--- config.mk ---
export PLATFORM = sky130hd
export DESIGN_NAME = anagram_window_matcher
export DESIGN_NICKNAME = d
export VERILOG_FILES = /design/src/hdl/awm_pkg.sv /design/src/hdl/awm_letter_cell.sv /design/src/hdl/anagram_window_matcher.sv
export VERILOG_INCLUDE_DIRS = /design/src /design/src/hdl
export SDC_FILE = /design/constraint.sdc
export NUM_CORES = 1
export LEC_CHECK = 0
export BUFFER_PORTS_ARGS = -buffer_cell sky130_fd_sc_hd__buf_2
export CORE_MARGIN = 1
export CORE_UTILIZATION = 55
export DETAILED_ROUTE_END_ITERATION = 8
export GPL_ROUTABILITY_DRIVEN = 0
export HOLD_SLACK_MARGIN = 0.12
export PLACE_DENSITY = 0.71
export SLEW_MARGIN = 30
export SYNTH_ARGS = -nofsm -noshare
export SYNTH_HDL_FRONTEND = slang
export SYNTH_SLANG_ARGS = --single-unit
--- constraint.sdc ---
create_clock -name clk_i -period 7.1 [get_ports clk_i]
set_input_delay 0 -clock clk_i [delete_from_list [all_inputs] [get_ports clk_i]]
set_output_delay 0 -clock clk_i [all_outputs]
set_load 0.02 [all_outputs]
--- src/hdl/anagram_window_matcher_macros.svh ---
// ----------------------------------------------------------------------------
// anagram window matcher assertion macros
// shared concurrent assertion forms, clocked on clk_i, off while rst_ni low
// ----------------------------------------------------------------------------
`ifndef ANAGRAM_WINDOW_MATCHER_MACROS_SVH
`define ANAGRAM_WINDOW_MATCHER_MACROS_SVH

// consequent checked in the same cycle
`define AWM_ASSERT_SAME(label, ante, cons) \
  label: assert property (@(posedge clk_i) disable iff (!rst_ni) (ante) |-> (cons)) \
    else $error("awm assertion failed");

// consequent checked in the cycle after the antecedent
`define AWM_ASSERT_NEXT(label, ante, cons) \
  label: assert property (@(posedge clk_i) disable iff (!rst_ni) (ante) |=> (cons)) \
    else $error("awm assertion failed");

`endif

--- src/hdl/awm_pkg.sv ---
// ----------------------------------------------------------------------------
// awm_pkg
// shared types and constants of the anagram window matcher
// ----------------------------------------------------------------------------
package awm_pkg;

  localparam int unsigned AWM_MAX_PATTERN = 64;
  localparam int unsigned AWM_ALPHABET    = 26;
  localparam int unsigned OP_W            = 2;
  localparam int unsigned SYM_W           = 5;

  typedef enum logic [OP_W-1:0] {
    OP_FIRST = 2'd0,
    OP_MORE  = 2'd1,
    OP_TEXT  = 2'd2,
    OP_IDLE  = 2'd3
  } awm_op_e;

  typedef struct packed {
    logic [OP_W-1:0]  operation;
    logic [SYM_W-1:0] symbol;
  } awm_in_t;

  typedef struct packed {
    logic match;
    logic found;
    logic rejected;
  } awm_out_t;

  typedef struct packed {
    logic en;
    logic clr;
    logic inc;
    logic dec;
  } awm_cell_ctl_t;

endpackage

--- src/hdl/awm_letter_cell.sv ---
// ----------------------------------------------------------------------------
// awm_letter_cell
// difference counter for one letter class: pattern count minus window count
// ----------------------------------------------------------------------------
module awm_letter_cell #(
  parameter int unsigned DIFF_W = 8
) (
  input  logic                  clk_i,
  input  logic                  rst_ni,
  input  awm_pkg::awm_cell_ctl_t ctl_i,
  output logic                  nz_o
);

  logic [DIFF_W-1:0] diff_q;
  logic [DIFF_W-1:0] diff_d;
  logic [DIFF_W-1:0] base;

  always_comb begin
    base   = ctl_i.clr ? '0 : diff_q;
    diff_d = base + DIFF_W'(ctl_i.inc) - DIFF_W'(ctl_i.dec);
  end

  // nonzero flag of the value after this beat
  assign nz_o = |diff_d;

  always_ff @(posedge clk_i or negedge rst_ni) begin
    if (!rst_ni) begin
      diff_q <= '0;
    end else if (ctl_i.en) begin
      diff_q <= diff_d;
    end
  end

endmodule

--- src/hdl/anagram_window_matcher.sv ---
// ----------------------------------------------------------------------------
// anagram_window_matcher
// sliding window anagram search over a letter stream
// ----------------------------------------------------------------------------
// Pattern symbols (operation 0 starts a new pattern, 1 extends it) are loaded
// first, then text symbols are streamed; every beat in gives exactly one beat
// out with match, sticky found and rejected. One beat is taken per clock when
// the output does not stall. A result is registered in the input register,
// then in the result register; a stalled result holds the input register,
// which then stalls the input. Each letter class has its own difference
// counter, so a text beat touches at most two counters in one cycle; the last
// pattern length text classes sit in a ring memory with one write and one
// registered read per cycle, the read prefetched at the next head position,
// so that the leaving class is ready when the next text beat arrives.
module anagram_window_matcher #(
  parameter int unsigned MAX_PATTERN = awm_pkg::AWM_MAX_PATTERN,
  parameter int unsigned ALPHABET    = awm_pkg::AWM_ALPHABET
) (
  input  logic              clk_i,
  input  logic              rst_ni,
  input  logic              in_valid_i,
  output logic              in_stall_o,
  input  awm_pkg::awm_in_t  in_data_i,
  output logic              out_valid_o,
  input  logic              out_stall_i,
  output awm_pkg::awm_out_t out_data_o
);

  localparam int unsigned NCLS   = ALPHABET + 1;
  localparam int unsigned CLS_W  = $clog2(ALPHABET + 1);
  localparam int unsigned PLEN_W = $clog2(MAX_PATTERN + 1);
  localparam int unsigned HEAD_W = (MAX_PATTERN > 1) ? $clog2(MAX_PATTERN) : 1;
  localparam int unsigned DIFF_W = $clog2(MAX_PATTERN + 1) + 1;

  // input and result stages
  logic              in_valid_q;
  awm_pkg::awm_in_t  in_q;
  logic              out_valid_q;
  awm_pkg::awm_out_t out_q;
  logic              fire;

  // window state
  logic [PLEN_W-1:0] plen_q, plen_d;
  logic [PLEN_W-1:0] filled_q, filled_d;
  logic [HEAD_W-1:0] head_q, head_d;
  logic              text_started_q, text_started_d;
  logic              found_q, found_d;

  // ring memory
  logic [CLS_W-1:0]  ring_mem [MAX_PATTERN];
  logic [CLS_W-1:0]  oldest_q;
  logic              ring_we;

  awm_pkg::awm_cell_ctl_t cell_ctl [NCLS];
  logic [NCLS-1:0]        cell_nz;

  awm_pkg::awm_op_e  op;
  logic [CLS_W-1:0]  cls;
  logic              sym_ok;
  logic              pat_op;
  logic              pat_add;
  logic              text_op;
  logic              text_live;
  logic              full;
  logic              match;
  logic [PLEN_W-1:0] head_inc;
  awm_pkg::awm_out_t res;

  assign fire       = in_valid_q && (!out_valid_q || !out_stall_i);
  assign in_stall_o = in_valid_q && !fire;

  always_ff @(posedge clk_i or negedge rst_ni) begin
    if (!rst_ni) begin
      in_valid_q <= 1'b0;
    end else if (!in_stall_o) begin
      in_valid_q <= in_valid_i;
    end
  end

  always_ff @(posedge clk_i) begin
    if (!in_stall_o && in_valid_i) begin
      in_q <= in_data_i;
    end
  end

  always_comb begin
    op     = awm_pkg::awm_op_e'(in_q.operation);
    sym_ok = 32'(in_q.symbol) < ALPHABET;
    cls    = sym_ok ? CLS_W'(in_q.symbol) : CLS_W'(ALPHABET);

    pat_op  = 1'b0;
    text_op = 1'b0;
    unique case (op)
      awm_pkg::OP_FIRST: pat_op  = 1'b1;
      awm_pkg::OP_MORE:  pat_op  = 1'b1;
      awm_pkg::OP_TEXT:  text_op = 1'b1;
      awm_pkg::OP_IDLE:  pat_op  = 1'b0;
      default:           pat_op  = 1'b0;
    endcase

    // first pattern symbol sees a cleared block
    if (op == awm_pkg::OP_FIRST) begin
      pat_add = sym_ok;
    end else begin
      pat_add = pat_op && sym_ok && !text_started_q && (32'(plen_q) < MAX_PATTERN);
    end

    text_live = text_op && (plen_q != '0);
    full      = filled_q >= plen_q;
    head_inc  = PLEN_W'(head_q) + PLEN_W'(1);
  end

  always_comb begin
    for (int i = 0; i < NCLS; i++) begin
      cell_ctl[i].en  = fire;
      cell_ctl[i].clr = fire && (op == awm_pkg::OP_FIRST);
      cell_ctl[i].inc = fire && ((pat_add && (cls == CLS_W'(i))) ||
                                 (text_live && full && (oldest_q == CLS_W'(i))));
      cell_ctl[i].dec = fire && text_live && (cls == CLS_W'(i));
    end
  end

  for (genvar g = 0; g < NCLS; g++) begin : g_cell
    awm_letter_cell #(
      .DIFF_W(DIFF_W)
    ) u_cell (
      .clk_i (clk_i),
      .rst_ni(rst_ni),
      .ctl_i (cell_ctl[g]),
      .nz_o  (cell_nz[g])
    );
  end

  always_comb begin
    plen_d         = plen_q;
    filled_d       = filled_q;
    head_d         = head_q;
    text_started_d = text_started_q;
    found_d        = found_q;
    match          = 1'b0;
    ring_we        = 1'b0;

    if (fire) begin
      if (op == awm_pkg::OP_FIRST) begin
        plen_d         = pat_add ? PLEN_W'(1) : '0;
        filled_d       = '0;
        head_d         = '0;
        text_started_d = 1'b0;
        found_d        = 1'b0;
      end else if (pat_add) begin
        plen_d = plen_q + PLEN_W'(1);
      end else if (text_op) begin
        text_started_d = 1'b1;
        if (!text_live) begin
          match = 1'b1;
        end else begin
          ring_we  = 1'b1;
          filled_d = full ? filled_q : filled_q + PLEN_W'(1);
          head_d   = (head_inc >= plen_q) ? '0 : HEAD_W'(head_inc);
          match    = (filled_d == plen_q) && !(|cell_nz);
        end
        found_d = found_q || match;
      end
    end

    res.match    = match;
    res.found    = found_d;
    res.rejected = pat_op && !pat_add;
  end

  always_ff @(posedge clk_i or negedge rst_ni) begin
    if (!rst_ni) begin
      plen_q         <= '0;
      filled_q       <= '0;
      head_q         <= '0;
      text_started_q <= 1'b0;
      found_q        <= 1'b0;
    end else begin
      plen_q         <= plen_d;
      filled_q       <= filled_d;
      head_q         <= head_d;
      text_started_q <= text_started_d;
      found_q        <= found_d;
    end
  end

  always_ff @(posedge clk_i) begin
    if (ring_we) begin
      ring_mem[head_q] <= cls;
    end
  end

  // prefetch the entry that leaves the window on the next text beat
  always_ff @(posedge clk_i) begin
    if (ring_we && (head_q == head_d)) begin
      oldest_q <= cls;
    end else begin
      oldest_q <= ring_mem[head_d];
    end
  end

  always_ff @(posedge clk_i or negedge rst_ni) begin
    if (!rst_ni) begin
      out_valid_q <= 1'b0;
    end else if (fire) begin
      out_valid_q <= 1'b1;
    end else if (!out_stall_i) begin
      out_valid_q <= 1'b0;
    end
  end

  always_ff @(posedge clk_i) begin
    if (fire) begin
      out_q <= res;
    end
  end

  assign out_valid_o = out_valid_q;
  assign out_data_o  = out_q;

`include "anagram_window_matcher_macros.svh"

  `AWM_ASSERT_SAME(a_filled_le_plen, 1'b1, filled_q <= plen_q)
  `AWM_ASSERT_SAME(a_head_in_window, text_started_q && (plen_q != '0), PLEN_W'(head_q) < plen_q)
  `AWM_ASSERT_SAME(a_match_sets_found, out_valid_q && out_q.match, out_q.found)
  `AWM_ASSERT_NEXT(a_text_marks_start, fire && text_op, text_started_q)

endmodule
==> Word-level counts from Yosys, hierarchy flattened <==
Memories as Yosys holds them, arrays and structs flattened. A register that Yosys moved wholly into a read port is not among the register bits.
Cells that the tools add are included.
{ "classes": {"n_reduce_logical": 169, "addsub": 57, "bitwise_logic": 1, "mux": 66, "n_eq_ne": 57, "magnitude_cmp": 4} }
{ "op_table": {"columns": ["operator", "n"], "rows": [
  ["8-bit by 1-bit adder with 8-bit output", 27],
  ["8-bit 2-to-1 mux", 27],
  ["216-bit OR reduction", 1],
  ["8-bit by 1-bit subtractor with 8-bit output", 27],
  ["1-bit logical AND", 120],
  ["5-bit equality test (second input constant)", 22],
  ["5-bit by 4-bit equality test with 1-bit output (second input constant)", 16],
  ["7-bit 2-to-1 mux", 7],
  ["5-bit by 3-bit equality test with 1-bit output (second input constant)", 8],
  ["6-bit 2-to-1 mux", 6],
  ["1-bit logical OR", 29],
  ["1-bit 2-to-1 mux", 25],
  ["5-bit by 2-bit equality test with 1-bit output (second input constant)", 4],
  ["7-bit by 1-bit adder with 7-bit output (second input constant)", 2],
  ["7-bit greater-or-equal comparator", 2],
  ["5-bit by 1-bit equality test with 1-bit output (second input constant)", 2],
  ["5-bit zero test", 2],
  ["6-bit by 1-bit adder with 7-bit output (second input constant)", 1],
  ["7-bit equality test", 1],
  ["1-bit zero test", 7],
  ["7-bit < comparator (second input constant)", 1],
  ["7-bit nonzero test", 1],
  ["2-bit nonzero test", 3],
  ["5-bit < comparator (second input constant)", 1],
  ["11 further kinds", 12]
]} }
{ "word_totals": {"ramBits": 320, "out_inout_bits": 5, "n_memories": 1, "reg_bits": 250, "in_bits": 11} }
{ "mem_list": {"columns": ["memory", "depth", "word_bits", "rd", "rd_ports_with_merged_regs", "wr", "line", "source"], "rows": [
  ["ring_mem", 64, 5, 1, 1, 1, "anagram_window_matcher.sv:50", "logic [CLS_W-1:0] ring_mem [MAX_PATTERN];"]
]} }

==> Longest topological paths before layout <==
{ "logic_depth": {"depth_word": 25, "ltp_mapped": 24, "depth_no_buf": 24} }

==> Hierarchy <==
Synthesis repeated with hierarchy kept, for this count alone.
{ "hier_totals": {"cells_unflattened": 2913, "hier_area_um2": 34611.9} }
{ "by_module_without_submodules": {"columns": ["mod", "area_each_um2", "cells_per_inst", "n_inst"], "rows": [
  ["anagram_window_matcher", 15879.0, 1031, 1],
  ["awm_letter_cell at g_cell[14].u_cell ...", 693.2, 69, 21],
  ["awm_letter_cell at g_cell[0].u_cell ...", 694.4, 69, 5],
  ["awm_letter_cell at g_cell[9].u_cell", 704.4, 88, 1]
]} }

==> Worst setup path after synthesis <==
Ideal clock, no wire load.
{ "synth_timing": {"kind": "reg2reg", "from": "register (tool-made name)", "to": "register out_q, in the netlist out_data_o[2], data pin", "arrival_time_ps": 5348, "required_ps": 6968, "path_buffers": 2, "setup_slack_ps": 1620, "stages_incl_launch_ff": 22, "setup_time_ps": 132, "synth_period_minus_slack_ps": 5480, "cell_sequence": "dfxtp_1 buf_2 buf_2 mux4_2 mux4_2 mux4_2 nor2_1 nand2_1 o22ai_1 ha_1 inv_1 fa_1 or4b_1 nor4_1 nand4_1 nor4_1 nand4_1 or4_1 nor4b_1 nand4_1 nand2b_1 and3b_1"} }
{ "synth_lines": {"columns": ["item", "line", "source"], "rows": [
  ["to (signal assigned)", "anagram_window_matcher.sv:214", "out_q <= res;"],
  ["to (decl)", "anagram_window_matcher.sv:39", "awm_pkg::awm_out_t out_q;"]
]} }

==> impl_metrics.yaml <==
logic_synthesis:
  synth_nets: 3324
  synth_cell_types: 71
  netlist_area_mm2: 0.0326
  yosysWarningCount: 0
  netlist_instances: 3052
  ys_seq_area_frac: 0.492
  synth_edf_count: 330
  avgSynthCellArea_um2: 10.7
  ys_seq_elements: 576
  async_flop_share: 0.417
  synth_flop_cell: "edfxtp_1"
worst_hold_path:
  min-delay-start: "in_data_i[4]"
  min_path_cells: 2
  hold_path_end: "in_q[4]"
  hold_class: "in2reg"
timing:
  finalSetupViolCount: 0
  fin_crit_ns: 6.78
  rsz0062_at_grt: "no"
  hold_viol: 0
  fmax_ghz: 0.147
  fin_crit_sh: 0.956
  finalMaxSlewViolations: 0
  tns_ns: 0
  slew_headroom: 0.368
  tightest_slew_ns: 0.946
  worst_slack_ns: 0.316
  fin_skew_ns: 0.0382
  timing.hold.ws_ns: 0.164
cts:
  cts_tree: "done"
  clk_latency_ns: 0.66
  htree_levels: 2
  ctsRootBufferMaster: "clkbuf_16"
  path_clk_slew_ns: 0.06
  clock_path_buffers: 3
  numCtsBuffers: 61
  clock_sink_count: 576
setup_path:
  critPathLaunchType: "flip-flop"
  cp_data_required_time_ns: 7.60
  r2r_cells: 22
  critPathMaxFanout: 55
  crit_path_end_kind: "flip-flop"
  reg2reg_to: "out_data_o[2]"
  crit_type: "reg2reg"
  ff2ff_setup_slack_ns: 0.32
  arrival_ns: 7.28
global_route:
  grt_pass1_vias: 23400
  grt_start_max_net_pins: 114
  grt_usage: 0.298
  grt_pass1_wl_um: 137000
  grt-ovfl-total: 0
  grt_antenna_before_repair: 6
die:
  die_h_um: 245
  die_w_um: 245
  core_mm2: 0.0581
  rows: 88
  die_area_mm2: 0.0603
  ios: 16
  start_util: 0.561
layout:
  final_cells: 3880
  fillers: 4583
  area.growth.synth_to_final_pct: 9.66
  design_area_mm2: 0.0358
  nets: 3337
  drive_gt1_frac: 0.0944
  final_util: 0.615
drt:
  wl_um: 87800
  vias: 23800
  wire_per_inst_um: 22.6
  drt_iter0_drc: 2736
  drc: 0
  drtAntennaViolNets: 0
  via_per_inst: 6.14
  firstDrtPassIters: 6
placement:
  place_ws_ns: 0.438
  port-buffer-count: 15
  placed_area_mm2: 0.0335
  dp_hpwl_um: 61900
  dp.cells: 3748
power_and_ir_drop:
  p_per_area_mw_per_mm2: 461
  leakagePower_nw: 15.3
  worst_ir_drop_vdd_v: 0.000260
  p_total_mw: 16.5
outcome:
  outcome: "completed"
job:
  cap_violations: 0
## worst max-delay path, cell delays in order, from the launching register on
cell and delay, ns:
dfxtp_4 0.37, buf_12 0.37, mux4_2 0.56, mux4_2 0.49, mux2_2 0.28, o21ai_0 0.39, and2b_1 0.26, nand2_1 0.13
o22ai_1 0.35, ha_1 0.28, inv_1 0.08, fa_1 0.46, nor2b_1 0.18, o31a_1 0.17, o21a_1 0.12, nor2_1 0.04
xnor2_1 0.20, nand4b_1 0.26, or4_1 0.55, nor4_1 0.55, nand4_1 0.17, nand2b_1 0.14, and3b_1 0.18
## cells by family after synthesis
kind of cell,after synthesis,share of synthesized area
simple gates,1045,0.137
flops,576,0.492
compound gates,486,0.0896
buf+inv,363,0.0429
fa+ha+maj,261,0.106
xor+xnor,189,0.0508
mux,132,0.0815
## worst max path at each step
stage / startpoint / to / slack (ns)
2_1_floorplan: flip-flop / out_data_o[2] / 1.62
3_3_place_gp: flip-flop / out_data_o[2] / 0.56
3_5_place_dp: flip-flop / out_data_o[2] / 0.44
4_1_cts: flip-flop / out_data_o[2] / 0.35
5_1_grt: flip-flop / out_data_o[2] / 0.04
6_report: flip-flop / out_data_o[2] / 0.32
## layout make-up
class	instances	area [um^2]	share of cell area
timing repair buffer	66	591	0.0165
clock buffer	84	1710	0.0479
antenna	1	2.50	0.0000700
multi-input combinational	2113	15200	0.425
clock inverter	28	320	0.00896
inverter	247	930	0.0260
sequential	576	16000	0.449
tap	765	957	0.0268
## per-layer routing
layer / routed length [um] / global-route usage / up-vias
li1: - / - / 10700
met1: 36700 / 0.429 / 11700
met2: 39000 / 0.449 / 1169
met3: 8690 / 0.0580 / 222
met4: 3420 / 0.109 / 6
met5: 35 / 0 / -
## flip-flops by register name, indices dropped and copies added (netlist names), named ones only
signal                count
filled_q                  7
found_q                   1
g_cell.u_cell.diff_q    216
head_q                    6
in_q                      5
in_valid_q                1
op                        2
out_data_o                3
out_valid_o               1
plen_q                    7
ring_mem                320
text_started_q            1
## cell usage in the layout, fill, tap and decap left out, types with 13 or more instances in the layout
cell and count:
nand2_1 594, edfxtp_1 330, inv_1 246, dfrtp_1 240
ha_1 234, nor2_1 223, o21ai_0 175, a21oi_1 119
xnor2_1 111, mux4_2 105, xor2_1 78, clkbuf_16 61
a21o_1 48, nand3_1 44, nand2b_1 37, nand4_1 31
o22ai_1 31, fa_1 27, buf_4 26, nor4_1 24
o21bai_1 20, mux2_2 19, dlygate4sd3_1 18, nor3_1 16
nor2b_1 14, a31oi_1 14, buf_2 14, clkinv_2 13
clkbuf_1 13
## power breakdown
group	switching (mW)	internal [mW]	leakage [nW]	total (mW)
registers	0.375	4.12	6.08	4.50
clock network	1.41	1.84	0.987	3.25
logic	5.39	3.34	8.24	8.73
## cell usage after synthesis, types with 14 or more instances
| master | instances | area share |
|---|---|---|
| inv_1 | 247 | 0.028 |
| dfrtp_1 | 240 | 0.18 |
| nor2_1 | 224 | 0.026 |
| xor2_1 | 78 | 0.021 |
| a21oi_1 | 119 | 0.018 |
| mux2_2 | 19 | 0.0066 |
| nor3_1 | 16 | 0.0025 |
| nand4_1 | 31 | 0.0059 |
| edfxtp_1 | 330 | 0.30 |
| o21ai_0 | 175 | 0.027 |
| o21bai_1 | 20 | 0.0046 |
| nand3_1 | 44 | 0.0068 |
| nand2_1 | 597 | 0.069 |
| mux4_2 | 105 | 0.073 |
| a31oi_1 | 14 | 0.0027 |
| nand2b_1 | 37 | 0.0071 |
| ha_1 | 234 | 0.090 |
| fa_1 | 27 | 0.017 |
| a21o_1 | 48 | 0.011 |
| nor2b_1 | 14 | 0.0027 |
| nor4_1 | 25 | 0.0048 |
| xnor2_1 | 111 | 0.030 |
| o22ai_1 | 31 | 0.0059 |
| clkbuf_1 | 88 | 0.010 |
| buf_1 | 18 | 0.0021 |
## repair_timing
action	4_1_cts	5_1_grt
hold endpoints to repair	140	48
resized for setup	0	0
hold buffers	17	1
setup buffers	0	0
(Power assumes the default switching activity.)
